===== src/spl_pkg.sv =====
// Types and constants of the sorted priority list.
// No dependencies; used by the interfaces, all modules and the checker.
package spl_pkg;

  localparam int ACT_W  = 3;
  localparam int ITEM_W = 32;
  localparam int KEY_W  = 32;
  localparam int ST_W   = 2;
  localparam int CNT_W  = 5;

  localparam logic signed [KEY_W-1:0] KEY_MIN = {1'b1, {(KEY_W-1){1'b0}}};
  localparam logic signed [KEY_W-1:0] KEY_MAX = {1'b0, {(KEY_W-1){1'b1}}};

  typedef enum logic [ACT_W-1:0] {
    ACT_PREPEND      = 3'd0,
    ACT_APPEND       = 3'd1,
    ACT_SORTED       = 3'd2,
    ACT_REMOVE_FIRST = 3'd3,
    ACT_REMOVE_KEY   = 3'd4
  } action_e;

  typedef enum logic [ST_W-1:0] {
    ST_OK   = 2'd0,
    ST_MISS = 2'd1,
    ST_FULL = 2'd2
  } status_e;

  // Commands from the controller to the datapath.
  typedef struct packed {
    logic    take;     // latch the request payload
    logic    start;    // load the scan pointer and clear scan flags
    logic    back;     // scan runs from the tail toward the head
    logic    res_set;  // clear the result and set its status
    status_e res_st;
    logic    step;     // advance the scan pointer
    logic    scan;     // evaluate the entry read in the previous cycle
    logic    fin_rm;   // close a removal at the last entry
    logic    put;      // write the new entry of an insert
    logic    out_load; // move the result into the output register
  } cmd_t;

  // Status from the datapath to the controller.
  typedef struct packed {
    logic count_zero;
    logic count_full;
    logic is_ins;   // latched request is an insert
    logic hit;      // insert: entry moves up; remove: entry matches
    logic at_end;   // entry under evaluation is the last of the scan
    logic out_free; // output register can take a result
  } stat_t;

endpackage


===== src/spl_if.sv =====
// Request and response channel interfaces of the sorted priority list.
// Depends on spl_pkg.
interface spl_req_if import spl_pkg::*; ();
  logic                     valid;
  logic                     ready;
  logic [ACT_W-1:0]         action;
  logic [ITEM_W-1:0]        item_in;
  logic signed [KEY_W-1:0]  key_in;

  modport source (output valid, action, item_in, key_in, input ready);
  modport sink   (input valid, action, item_in, key_in, output ready);
endinterface

interface spl_rsp_if import spl_pkg::*; ();
  logic                     valid;
  logic                     ready;
  logic [ITEM_W-1:0]        item_out;
  logic signed [KEY_W-1:0]  key_out;
  logic [ST_W-1:0]          status;
  logic [CNT_W-1:0]         entry_count;

  modport source (output valid, item_out, key_out, status, entry_count, input ready);
  modport sink   (input valid, item_out, key_out, status, entry_count, output ready);
endinterface


===== src/sorted_priority_list_top.sv =====
// Sorted priority list: one request at a time. The time from acceptance until the next
// request can be taken, and until the result is valid, depends on the number of entries
// held, set by the one-entry-per-cycle scan of the entry memory. A rejected insert, a
// removal from an empty list and an unused code skip the scan, and so does an insert
// into an empty list, which writes its entry directly. A result may wait at the
// output while the next request runs. Reset (async, active low) empties the list.
module sorted_priority_list_top import spl_pkg::*; #(
  parameter int DEPTH = 16
) (
  input  logic       clk_i,
  input  logic       rst_ni,
  spl_req_if.sink    req_i,
  spl_rsp_if.source  rsp_o
);

  cmd_t  cmd;
  stat_t stat;

  spl_ctrl u_ctrl (
    .clk_i        (clk_i),
    .rst_ni       (rst_ni),
    .req_valid_i  (req_i.valid),
    .req_action_i (req_i.action),
    .req_ready_o  (req_i.ready),
    .stat_i       (stat),
    .cmd_o        (cmd)
  );

  spl_datapath #(.DEPTH(DEPTH)) u_datapath (
    .clk_i        (clk_i),
    .rst_ni       (rst_ni),
    .cmd_i        (cmd),
    .stat_o       (stat),
    .action_i     (req_i.action),
    .item_i       (req_i.item_in),
    .key_i        (req_i.key_in),
    .rsp_valid_o  (rsp_o.valid),
    .rsp_ready_i  (rsp_o.ready),
    .rsp_item_o   (rsp_o.item_out),
    .rsp_key_o    (rsp_o.key_out),
    .rsp_status_o (rsp_o.status),
    .rsp_count_o  (rsp_o.entry_count)
  );

endmodule


===== src/spl_datapath.sv =====
// Datapath of the sorted priority list: entry memory, scan pointer, fill count,
// result staging and output register. Depends on spl_pkg.
module spl_datapath import spl_pkg::*; #(
  parameter int DEPTH = 16
) (
  input  logic                    clk_i,
  input  logic                    rst_ni,
  input  cmd_t                    cmd_i,
  output stat_t                   stat_o,
  input  logic [ACT_W-1:0]        action_i,
  input  logic [ITEM_W-1:0]       item_i,
  input  logic signed [KEY_W-1:0] key_i,
  output logic                    rsp_valid_o,
  input  logic                    rsp_ready_i,
  output logic [ITEM_W-1:0]       rsp_item_o,
  output logic signed [KEY_W-1:0] rsp_key_o,
  output logic [ST_W-1:0]         rsp_status_o,
  output logic [CNT_W-1:0]        rsp_count_o
);

  localparam int IW = (DEPTH > 1) ? $clog2(DEPTH) : 1;
  localparam int CW = $clog2(DEPTH + 1);

  logic signed [KEY_W-1:0] key_mem  [DEPTH];
  logic [ITEM_W-1:0]       item_mem [DEPTH];

  logic [CW-1:0]           count_q, count_d;
  logic                    found_q, found_d;
  logic                    out_vld_q, out_vld_d;

  action_e                 act_q;
  logic [ITEM_W-1:0]       item_q;
  logic signed [KEY_W-1:0] key_q;
  logic [IW-1:0]           ptr_q, rptr_q, pos_q;
  logic signed [KEY_W-1:0] rd_key_q, base_q;
  logic [ITEM_W-1:0]       rd_item_q;
  logic [ITEM_W-1:0]       res_item_q;
  logic signed [KEY_W-1:0] res_key_q;
  status_e                 res_st_q;
  logic [ITEM_W-1:0]       out_item_q;
  logic signed [KEY_W-1:0] out_key_q;
  status_e                 out_st_q;
  logic [CNT_W-1:0]        out_cnt_q;

  logic                    is_ins, hit, at_end;
  logic signed [KEY_W-1:0] new_key;
  logic                    wr_en;
  logic [IW-1:0]           wr_addr;
  logic signed [KEY_W-1:0] wr_key;
  logic [ITEM_W-1:0]       wr_item;
  logic [IW-1:0]           last_idx;

  assign last_idx = IW'(count_q - CW'(1));
  assign is_ins   = (act_q == ACT_PREPEND) || (act_q == ACT_APPEND) || (act_q == ACT_SORTED);

  // Inserts walk from the tail: an entry moves up while its key is above the new one.
  // Removals walk from the head looking for the first match.
  always_comb begin
    hit = 1'b0;
    case (act_q)
      ACT_PREPEND:      hit = 1'b1;
      ACT_APPEND:       hit = 1'b0;
      ACT_SORTED:       hit = (rd_key_q > key_q);
      ACT_REMOVE_FIRST: hit = 1'b1;
      ACT_REMOVE_KEY:   hit = (rd_key_q == key_q);
      default:          hit = 1'b0;
    endcase
  end

  assign at_end = is_ins ? (rptr_q == '0) : (rptr_q == last_idx);

  always_comb begin
    new_key = key_q;
    case (act_q)
      ACT_PREPEND: begin
        if (count_q == '0)          new_key = '0;
        else if (base_q == KEY_MIN) new_key = base_q;
        else                        new_key = base_q - KEY_W'(1);
      end
      ACT_APPEND: begin
        if (count_q == '0)          new_key = '0;
        else if (base_q == KEY_MAX) new_key = base_q;
        else                        new_key = base_q + KEY_W'(1);
      end
      default: new_key = key_q;
    endcase
  end

  always_comb begin
    wr_en   = 1'b0;
    wr_addr = pos_q;
    wr_key  = rd_key_q;
    wr_item = rd_item_q;
    if (cmd_i.put) begin
      wr_en   = 1'b1;
      wr_key  = new_key;
      wr_item = item_q;
    end else if (cmd_i.scan) begin
      if (is_ins && hit) begin
        wr_en   = 1'b1;
        wr_addr = rptr_q + IW'(1);
      end else if (!is_ins && found_q) begin
        wr_en   = 1'b1;
        wr_addr = rptr_q - IW'(1);
      end
    end
  end

  // The read port runs every cycle; the controller decides when its data counts.
  always_ff @(posedge clk_i) begin
    if (wr_en) begin
      key_mem[wr_addr]  <= wr_key;
      item_mem[wr_addr] <= wr_item;
    end
    rd_key_q  <= key_mem[ptr_q];
    rd_item_q <= item_mem[ptr_q];
  end

  always_comb begin
    count_d   = count_q;
    found_d   = found_q;
    out_vld_d = out_vld_q;
    if (cmd_i.start) found_d = 1'b0;
    if (cmd_i.scan && !is_ins && hit) found_d = 1'b1;
    if (cmd_i.put) count_d = count_q + CW'(1);
    if (cmd_i.fin_rm && (found_q || hit)) count_d = count_q - CW'(1);
    if (cmd_i.out_load)  out_vld_d = 1'b1;
    else if (rsp_ready_i) out_vld_d = 1'b0;
  end

  always_ff @(posedge clk_i or negedge rst_ni) begin
    if (!rst_ni) begin
      count_q   <= '0;
      found_q   <= 1'b0;
      out_vld_q <= 1'b0;
    end else begin
      count_q   <= count_d;
      found_q   <= found_d;
      out_vld_q <= out_vld_d;
    end
  end

  always_ff @(posedge clk_i) begin
    rptr_q <= ptr_q;
    if (cmd_i.take) begin
      act_q  <= action_e'(action_i);
      item_q <= item_i;
      key_q  <= key_i;
    end
    if (cmd_i.start) begin
      ptr_q <= cmd_i.back ? last_idx : '0;
      pos_q <= '0;
    end else if (cmd_i.step) begin
      ptr_q <= is_ins ? ptr_q - IW'(1) : ptr_q + IW'(1);
    end
    if (cmd_i.res_set) begin
      res_item_q <= '0;
      res_key_q  <= '0;
      res_st_q   <= cmd_i.res_st;
    end
    if (cmd_i.scan) begin
      if (is_ins) begin
        base_q <= rd_key_q;
        if (!hit) pos_q <= rptr_q + IW'(1);
      end else if (!found_q && hit) begin
        res_item_q <= rd_item_q;
        res_key_q  <= rd_key_q;
      end
    end
    if (cmd_i.fin_rm && !(found_q || hit)) res_st_q <= ST_MISS;
    if (cmd_i.put) res_key_q <= new_key;
    if (cmd_i.out_load) begin
      out_item_q <= res_item_q;
      out_key_q  <= res_key_q;
      out_st_q   <= res_st_q;
      out_cnt_q  <= CNT_W'(count_q);
    end
  end

  assign stat_o.count_zero = (count_q == '0);
  assign stat_o.count_full = (count_q == CW'(DEPTH));
  assign stat_o.is_ins     = is_ins;
  assign stat_o.hit        = hit;
  assign stat_o.at_end     = at_end;
  assign stat_o.out_free   = !out_vld_q || rsp_ready_i;

  assign rsp_valid_o  = out_vld_q;
  assign rsp_item_o   = out_item_q;
  assign rsp_key_o    = out_key_q;
  assign rsp_status_o = out_st_q;
  assign rsp_count_o  = out_cnt_q;

endmodule


===== src/spl_ctrl.sv =====
// Controller of the sorted priority list: sequences one request through
// read priming, the entry scan, the insert write and the result hand-off.
// Depends on spl_pkg.
module spl_ctrl import spl_pkg::*; (
  input  logic             clk_i,
  input  logic             rst_ni,
  input  logic             req_valid_i,
  input  logic [ACT_W-1:0] req_action_i,
  output logic             req_ready_o,
  input  stat_t            stat_i,
  output cmd_t             cmd_o
);

  typedef enum logic [4:0] {
    S_IDLE  = 5'b00001,
    S_PRIME = 5'b00010,
    S_SCAN  = 5'b00100,
    S_PUT   = 5'b01000,
    S_OUT   = 5'b10000
  } state_e;

  state_e state_q, state_d;
  logic   req_ins, req_rm;

  assign req_ins = req_action_i inside {ACT_PREPEND, ACT_APPEND, ACT_SORTED};
  assign req_rm  = req_action_i inside {ACT_REMOVE_FIRST, ACT_REMOVE_KEY};

  always_comb begin
    state_d     = state_q;
    cmd_o       = '0;
    cmd_o.res_st = ST_OK;
    req_ready_o = 1'b0;
    case (state_q)
      S_IDLE: begin
        req_ready_o = 1'b1;
        if (req_valid_i) begin
          cmd_o.take    = 1'b1;
          cmd_o.start   = 1'b1;
          cmd_o.back    = req_ins;
          cmd_o.res_set = 1'b1;
          if (req_ins) begin
            if (stat_i.count_full) begin
              cmd_o.res_st = ST_FULL;
              state_d      = S_OUT;
            end else if (stat_i.count_zero) begin
              state_d = S_PUT;
            end else begin
              state_d = S_PRIME;
            end
          end else if (req_rm) begin
            if (stat_i.count_zero) begin
              cmd_o.res_st = ST_MISS;
              state_d      = S_OUT;
            end else begin
              state_d = S_PRIME;
            end
          end else begin
            // Unused action codes leave the list alone.
            state_d = S_OUT;
          end
        end
      end
      S_PRIME: begin
        cmd_o.step = 1'b1;
        state_d    = S_SCAN;
      end
      S_SCAN: begin
        cmd_o.scan = 1'b1;
        cmd_o.step = 1'b1;
        if (stat_i.is_ins) begin
          if (!stat_i.hit || stat_i.at_end) state_d = S_PUT;
        end else if (stat_i.at_end) begin
          cmd_o.fin_rm = 1'b1;
          state_d      = S_OUT;
        end
      end
      S_PUT: begin
        cmd_o.put = 1'b1;
        state_d   = S_OUT;
      end
      S_OUT: begin
        if (stat_i.out_free) begin
          cmd_o.out_load = 1'b1;
          state_d        = S_IDLE;
        end
      end
      default: state_d = S_IDLE;
    endcase
  end

  always_ff @(posedge clk_i or negedge rst_ni) begin
    if (!rst_ni) begin
      state_q <= S_IDLE;
    end else begin
      state_q <= state_d;
    end
  end

endmodule


===== src/flat_wrapper.sv =====
// flat-port wrapper written by rule: the top's interface ports become plain ports
module sorted_priority_list_top_flat import spl_pkg::*;
#(
  parameter int DEPTH = 16
)
  (clk_i, rst_ni, req_i_valid, req_i_action, req_i_item_in, req_i_key_in, req_i_ready, rsp_o_valid, rsp_o_item_out, rsp_o_key_out, rsp_o_status, rsp_o_entry_count, rsp_o_ready);
  spl_req_if req_i_i ();
  spl_rsp_if rsp_o_i ();
  input  logic clk_i;
  input  logic rst_ni;
  input wire logic [$bits(req_i_i.valid)-1:0] req_i_valid;
  input wire logic [$bits(req_i_i.action)-1:0] req_i_action;
  input wire logic [$bits(req_i_i.item_in)-1:0] req_i_item_in;
  input wire logic [$bits(req_i_i.key_in)-1:0] req_i_key_in;
  output wire logic [$bits(req_i_i.ready)-1:0] req_i_ready;
  output wire logic [$bits(rsp_o_i.valid)-1:0] rsp_o_valid;
  output wire logic [$bits(rsp_o_i.item_out)-1:0] rsp_o_item_out;
  output wire logic [$bits(rsp_o_i.key_out)-1:0] rsp_o_key_out;
  output wire logic [$bits(rsp_o_i.status)-1:0] rsp_o_status;
  output wire logic [$bits(rsp_o_i.entry_count)-1:0] rsp_o_entry_count;
  input wire logic [$bits(rsp_o_i.ready)-1:0] rsp_o_ready;
  assign req_i_i.valid = req_i_valid;
  assign req_i_i.action = req_i_action;
  assign req_i_i.item_in = req_i_item_in;
  assign req_i_i.key_in = req_i_key_in;
  assign req_i_ready = req_i_i.ready;
  assign rsp_o_valid = rsp_o_i.valid;
  assign rsp_o_item_out = rsp_o_i.item_out;
  assign rsp_o_key_out = rsp_o_i.key_out;
  assign rsp_o_status = rsp_o_i.status;
  assign rsp_o_entry_count = rsp_o_i.entry_count;
  assign rsp_o_i.ready = rsp_o_ready;
  sorted_priority_list_top #(.DEPTH(DEPTH)) u_core (.clk_i(clk_i), .rst_ni(rst_ni), .req_i(req_i_i), .rsp_o(rsp_o_i));
endmodule

===== config.mk =====
export PLATFORM = sky130hd
export DESIGN_NAME = sorted_priority_list_top_flat
export DESIGN_NICKNAME = d
export VERILOG_FILES = /design/src/spl_pkg.sv /design/src/spl_if.sv /design/src/sorted_priority_list_top.sv /design/src/spl_datapath.sv /design/src/spl_ctrl.sv /design/src/flat_wrapper.sv
export SDC_FILE = /design/constraint.sdc
export NUM_CORES = 1
export LEC_CHECK = 0
export ABC_AREA = 1
export BUFFER_PORTS_ARGS = -buffer_cell sky130_fd_sc_hd__buf_2
export CAP_MARGIN = 20
export CORE_ASPECT_RATIO = 1.5
export CORE_UTILIZATION = 55
export CTS_CLUSTER_DIAMETER = 150
export DETAILED_ROUTE_END_ITERATION = 7
export GPL_ROUTABILITY_DRIVEN = 0
export GPL_TIMING_DRIVEN = 0
export PLACE_DENSITY_LB_ADDON = 0.12
export REMOVE_ABC_BUFFERS = 1
export SYNTH_ARGS = -nofsm -noshare
export SYNTH_HDL_FRONTEND = slang
export SYNTH_SLANG_ARGS = --single-unit
export TNS_END_PERCENT = 30

===== constraint.sdc =====
create_clock -name clk_i -period 4.9 [get_ports clk_i]
set_input_delay 1.47 -clock clk_i [delete_from_list [all_inputs] [get_ports clk_i]]
set_output_delay 1.47 -clock clk_i [all_outputs]
set_load 0.02 [all_outputs]

==> flow_summary_export.csv, run 1 <==
group,metric,value,unit
min_path,hold_path_class,"register to register",
layout,final_util,65.2,%
route,final_antenna_net_count,0,
timing,drv_slew,0,
pwr,switchingPower,0.0125,W
timing,tightest_slew,1.04,ns
global_routing,grt_pass1_vias,33879,
timing,finalHoldViolCount,0,
timing,period_minus_slack,4.81,ns
floorplan,fp.dieArea,0.101,sq mm
route,via_per_inst,5.96,
job,cap_violations,0,
floorplan,die_h,390,um
layout,syn2layout_area_growth,17.0,%
critical_path,reg2reg_depth,16,
timing,slew_headroom,30.5,%
clock_tree,clkLatencyLatePin,0.76,ns
yosys,synthFlopType,"edfxtp_1",
yosys,synth_seq_cells,1348,
timing,period_share,98.1,%
yosys,synth_top_area_share,65.3,%
yosys,synth_edf_count,1198,
pwr,pwr_density_cell,589,mW/mm^2
outcome,outcome,"finished, final reports clean",
route,dr.pass1.iters,7,
clock_tree,numCtsBuffers,130,
pwr,p_clk_share,26.9,%
clock_tree,clockBufferDepth,3,
critical_path,r2r_slack,0.09,ns
critical_path,cp_max_fo,19,
critical_path,end_kind,"register",
clock_tree,cts.sinks,1348,
critical_path,cp_slowest_stage_delay,0.88,ns
timing,clock_skew,0.0291,ns
layout,drive_above_1_share,13.1,%
critical_path,arrival,5.25,ns
layout,fin_nets,4573,
yosys,yosysTopAreaCell,"edfxtp_1",
pwr,seqPwrFrac,41.5,%
yosys,synth.most_common_cell,"edfxtp_1",
critical_path,cp.required,5.34,ns
critical_path,crit_path_top_delay_cell,"nor2_4",
clock_tree,cts_root_buf,"clkbuf_16",
floorplan,die_x,260,um
clock_tree,post_cts_buffers,0,
critical_path,reg2reg_from,"u_core.u_datapath.key_q[23]",
placement,port_buffers,143,
placement,dpl.hpwl,89.3,mm
critical_path,path_delay_family,"simple AND/OR/NAND/NOR gates",
layout,num_antenna_cells,0,
min_path,hold_end,"u_core.u_datapath.rsp_item_o[16]",
pwr,p_leak,23.5,nW
placement,post_dp_cell_area,0.0601,sq mm
global_routing,grt_usage,27.7,%
yosys,syn_area_per_cell,12.9,sq um
global_routing,gr-total-overflow,0,
timing,setup_viol,0,
critical_path,r2r-end,"u_core.u_datapath.item_mem[3][24]",
route,vias,34902,
route,drc_errors,0,
yosys,async_reset_ff_share,0.890,%
critical_path,path_cells,"inv_1, ha_1, a21oi_1, o21a_1, nand2_1, a21oi_1, nand2_1, nand2_1, nand3_2, nand3_1, nand3_1, nand2_1, nand3_1, nor2_4, buf_12, buf_12",
critical_path,critPathLaunchType,"register",
timing,fmax,208,MHz
yosys,syn_area,0.0551,sq mm
route,drt_iter0_drc,3721,
clock_tree,hold_buffers,0,
clock_tree,path_clk_slew,0.06,ns
global_routing,antenna_found_initial,3,
pwr,p_int,0.0254,W
clock_tree,cts_tree,"done",
pwr,peakVddDrop,0.329,mV
route,wl_per_cell,23.8,um
yosys,synth_cell_types,57,
yosys,ys_top_cells_by_area,"edfxtp_1, dfxtp_1, mux2i_1",
pwr,switching_share,33.0,%
clock_tree,cts_resized,0,
floorplan,io-pin-count,144,
route,drt_wl_total,139,mm
min_path,whs_path_depth,0,
critical_path,crit_top_cell,"nand2_1",
yosys,yosysWarningCount,0,
layout,final_cell_area,0.0645,sq mm
clock_tree,h-tree-depth,4,
critical_path,crit_type,"register to register",
pwr,power_frac_comb,31.6,%
floorplan,num_rows,141,
yosys,netlist_top_cells_count,"edfxtp_1, o21ai_0, inv_1, nand2_1, a21oi_1",
floorplan,coreArea,0.0988,sq mm
global_routing,grt_max_degree,121,
floorplan,initial_core_util,55.8,%
min_path,hold_path_startpoint,"u_core.u_datapath.res_item_q[16]",
yosys,ys_seq_area_share,70.8,%
critical_path,critical_path_buf_inv_count,3,
timing,rsz0062_at_grt,"false",
yosys,syn_inst,4255,
global_routing,grt_pass1_wl,206,mm
per-stage QoR:
stage | instances | power, W | setup slack, ns | hold WS, ns | TNS [ns]
floorplan | 4007 | 0.0221 | -12.36 | 0.409 | -1465.23
global placement | 5437 | 0.0238 | -25.53 | 0.415 | -
detailed placement | 5614 | 0.0279 | 0.312 | 0.415 | 0
CTS | 5856 | 0.0380 | 0.299 | 0.429 | 0
global route | 5857 | 0.0397 | 0.00824 | 0.441 | 0
finish | 5857 | 0.0380 | 0.0934 | 0.428 | 0
registers in the layout, indices dropped and copies added (netlist names), 4 cells and up:
signal / cells
u_core.u_datapath.res_item_q: 32
u_core.u_datapath.rd_key_q: 32
u_core.u_datapath.ptr_q: 4
u_core.u_datapath.pos_q: 4
u_core.u_datapath.rptr_q: 4
u_core.u_datapath.key_mem: 512
u_core.u_datapath.rsp_key_o: 32
u_core.u_datapath.res_key_q: 32
u_core.u_datapath.item_q: 32
u_core.u_datapath.rsp_count_o: 5
u_core.u_ctrl.state_q: 5
u_core.u_datapath.base_q: 32
u_core.u_datapath.rd_item_q: 32
u_core.u_datapath.key_q: 32
u_core.u_datapath.rsp_item_o: 32
u_core.u_datapath.count_q: 5
u_core.u_datapath.item_mem: 512
logic make-up (layout without fill, tap and decap cells):
logic type / Yosys count / count (layout) / synth area share, %
compound gates: 1087 / 1087 / 11.5
flops: 1348 / 1348 / 70.8
simple gates: 813 / 813 / 6.65
mux: 256 / 256 / 4.65
xor+xnor: 45 / 45 / 0.715
buf+inv: 664 / 979 / 4.72
fa+ha+maj: 42 / 42 / 0.967
power groups by stage:
stage               combinational, W  sequential (W)  clock (W)
global placement             0.00693          0.0169          0
CTS                           0.0120          0.0157     0.0103
global route                  0.0131          0.0158     0.0108
finish                        0.0120          0.0157     0.0102
detailed placement            0.0119          0.0160          0
floorplan                    0.00571          0.0163          0
final cells by class:
| type | instances | area, sq um |
|---|---|---|
| sequential | 1348 | 39000 |
| clock inverter | 59 | 658 |
| multi-input combinational | 2243 | 13600 |
| clock buffer | 183 | 3730 |
| fill | 7125 | 34300 |
| timing repair buffer | 321 | 4240 |
| inverter | 416 | 1580 |
| tap | 1287 | 1610 |
placed cells by master (no fill, tap or decap), types with 12 or more instances in the layout:
cell type and count:
a21oi_1 316, buf_12 53, buf_16 74, buf_2 163, buf_4 18, buf_8 12, clkbuf_1 32, clkbuf_16 136
clkbuf_8 15, clkinv_1 17, clkinv_2 13, dfxtp_1 138, edfxtp_1 1198, ha_1 41, inv_1 396, inv_2 15
mux2i_1 256, nand2_1 382, nand3_1 190, nand4_1 50, nor2_1 105, nor2_4 22, nor3_1 18, nor4_1 12
o211ai_1 278, o211ai_2 14, o21ai_0 426, o21ai_1 29, xor2_1 36
per-layer routing:
metal	track usage (%)	vias to the layer above	routed length, um
li1	-	16012	-
met3	4.65	361	9150
met4	13.7	4	7060
met5	0	-	27
met2	45.4	1405	67200
met1	35.6	17120	55900
worst max path at each step:
| stage | slack (ns) | to | cells past startpoint | startpoint |
|---|---|---|---|---|
| finish | 0.09 | u_core.u_datapath.item_mem[3][24] | 16 | u_core.u_datapath.key_q[23] |
| global route | 0.008 | u_core.u_datapath.item_mem[3][24] | 16 | u_core.u_datapath.key_q[23] |
| CTS | 0.30 | u_core.u_datapath.item_mem[3][24] | 16 | u_core.u_datapath.key_q[7] |
| detailed placement | 0.31 | u_core.u_datapath.item_mem[3][24] | 16 | u_core.u_datapath.key_q[7] |
| global placement | -25.53 | u_core.u_datapath.rd_item_q[4] | 4 | u_core.u_datapath.ptr_q[1] |
| floorplan | -12.36 | u_core.u_datapath.ptr_q[1] | 3 | u_core.u_datapath.ptr_q[0] |
(Power assumes the default switching activity.)
==> run 2: changes to the inputs <==
CORE_UTILIZATION = 52   (was 55)
==> run 2 against run 1 <==
Net effect: first-iteration DRC count shrank 14%; via count shrank 1.4%; clock skew grew 0.0028 ns; total power shrank 0.84%; combinational power is essentially flat; sequential share of layout area grew 0.080 points; die area grew 5.7%; critical endpoint is now u_core.u_datapath.key_mem[15][10]; largest cell class unchanged.
==> flow_summary_export.csv, run 2 (synthesis results as in run 1) <==
group,metric,value,unit
layout,drive_above_1_share,13.1,%
floorplan,coreArea,0.105,sq mm
job,cap_violations,0,
layout,reg_top3,"u_core.u_datapath.item_mem x512, u_core.u_datapath.key_mem x512",
global_routing,globalRouteMet3Util,2.59,%
clock_tree,path_clk_slew,0.07,ns
route,final_antenna_net_count,0,
global_routing,grt.busiest_layer,"met2",
clock_tree,clkLatencyLatePin,0.74,ns
pwr,seqPwrFrac,41.9,%
layout,final_cell_area,0.0644,sq mm
floorplan,die_x,268,um
critical_path,crit_top_cell,"nand2_1",
min_path,hold_path_class,"register to register",
pwr,switching_share,33.0,%
clock_tree,cts_tree,"done",
layout,fin_nets,4561,
timing,rsz0062_at_grt,"false",
clock_tree,numCtsBuffers,121,
critical_path,arrival,5.04,ns
placement,dpl.hpwl,89.2,mm
layout,ff_latch_area,0.0390,sq mm
clock_tree,post_cts_buffers,0,
global_routing,grt_max_degree,119,
floorplan,num_rows,145,
pwr,switchingPower,0.0124,W
outcome,outcome,"finished, final reports clean",
route,wl_per_cell,23.4,um
layout,multi_input_area,0.0136,sq mm
global_routing,antenna_found_initial,0,
critical_path,critPathLaunchType,"register",
critical_path,critical_path_buf_inv_count,4,
pwr,peakVddDrop,0.359,mV
pwr,p_clk_share,26.0,%
timing,hold_ws,0.428,ns
timing,tightest_slew,1.08,ns
clock_tree,clockBufferDepth,3,
global_routing,grt_pass1_wl,205,mm
timing,slew_headroom,27.3,%
pwr,p_leak,23.5,nW
route,via_per_inst,5.79,
critical_path,end_kind,"register",
route,dr.pass1.iters,8,
layout,layout_common_cells,"edfxtp_1, o21ai_0, inv_1, nand2_1, a21oi_1",
critical_path,cp_slowest_stage_delay,0.78,ns
layout,syn2layout_area_growth,16.8,%
timing,period_share,94.4,%
global_routing,grt_pass1_vias,32738,
global_routing,gr-total-overflow,0,
placement,post_dp_cell_area,0.0602,sq mm
placement,dp.cells,5720,
route,drc_errors,0,
layout,num_antenna_cells,0,
floorplan,initial_core_util,52.7,%
critical_path,path_cells,"inv_1, ha_1, a21oi_1, o21a_1, nand2_1, a21oi_1, nand2_1, nand2_1, nand3_2, nand3_1, nand3_1, nand2_1, nand3_1, nor2_4, buf_16, buf_16, buf_12",
pwr,power_frac_comb,32.1,%
critical_path,cp.required,5.32,ns
clock_tree,hold_buffers,0,
critical_path,crit_path_top_delay_cell,"nor2_4",
layout,final_util,61.6,%
clock_tree,cts_root_buf,"clkbuf_16",
timing,fin_setup_tns,0,ns
timing,clock_skew,0.0320,ns
critical_path,cp_max_fo,15,
layout,nFillCells,7978,
placement,port_buffers,143,
global_routing,met1_usage,33.7,%
floorplan,io-pin-count,144,
critical_path,crit_type,"register to register",
layout,layout_commonest_cell,"edfxtp_1",
pwr,pwr_density_cell,585,mW/mm^2
layout,fin_cells,5950,
timing,period_minus_slack,4.63,ns
timing,finalHoldViolCount,0,
floorplan,fp.dieArea,0.107,sq mm
clock_tree,cts.sinks,1348,
route,vias,34424,
clock_tree,h-tree-depth,3,
floorplan,die_h,401,um
timing,setup_viol,0,
route,drt_iter0_drc,3208,
timing,fmax,216,MHz
global_routing,grtUsageMet2,44.2,%
global_routing,grt_usage,25.8,%
clock_tree,cts_resized,0,
pwr,p_int,0.0252,W
route,drt_wl_total,139,mm
timing,drv_slew,0,
critical_path,path_delay_family,"simple AND/OR/NAND/NOR gates",
-- run 2: cell count changes in the layout (fill, tap and decap cells not counted), sizes merged --
cell,change
buf,-3
clkbuf,-10
bufinv,+3
clkinv,-1
clkinvlp,-2
inv,-3
-- run 2: area by class of cell --
cell class	count	share of cell area, %
sequential	1348	60.6
timing repair buffer	318	6.59
multi-input combinational	2243	21.1
clock inverter	56	1.09
tap	1396	2.71
clock buffer	173	5.38
inverter	416	2.46
-- run 2: final timing paths --
path	depth (start not counted)	end	start	slack, ns
max	17	u_core.u_datapath.key_mem[15][10]	u_core.u_datapath.key_q[23]	0.27
min	0	u_core.u_datapath.rsp_key_o[8]	u_core.u_datapath.res_key_q[8]	0.43
max reg2reg	17	u_core.u_datapath.key_mem[15][10]	u_core.u_datapath.key_q[23]	0.27
min reg2reg	0	u_core.u_datapath.rsp_key_o[8]	u_core.u_datapath.res_key_q[8]	0.43
max in group asynchronous	1	u_core.u_ctrl.state_q[0]	rst_ni	4.00
min in group asynchronous	1	u_core.u_datapath.count_q[3]	rst_ni	0.61
-- run 2: worst reg2reg max path, delay by kind of cell (launching register included) --
kind,cells,cell delay (ns)
simple gates,9,1.99
buf+inv,4,0.72
fa+ha+maj,1,0.30
compound gates,3,0.88
flops,1,0.41
-- run 2: stage by stage --
step,total power [W],worst slack [ns]
after floorplan,0.0221,-12.36
after global placement,0.0239,-25.71
after detailed placement,0.0280,0.300
after CTS,0.0378,0.278
after global routing,0.0393,0.0622
final,0.0376,0.273
-- run 2: power groups by stage --
stage | logic (W) | clock network (W) | registers (W)
final | 0.0121 | 0.00981 | 0.0158
after global routing | 0.0131 | 0.0104 | 0.0158
after CTS | 0.0121 | 0.00993 | 0.0158
after detailed placement | 0.0120 | 0 | 0.0160
after global placement | 0.00700 | 0 | 0.0169
after floorplan | 0.00571 | 0 | 0.0163
-- run 2: metal layers --
layer,vias up,share of wire [%]
met4,0,3.8
met5,-,0
li1,15979,-
met2,1170,50
met1,17017,41
met3,258,5.4
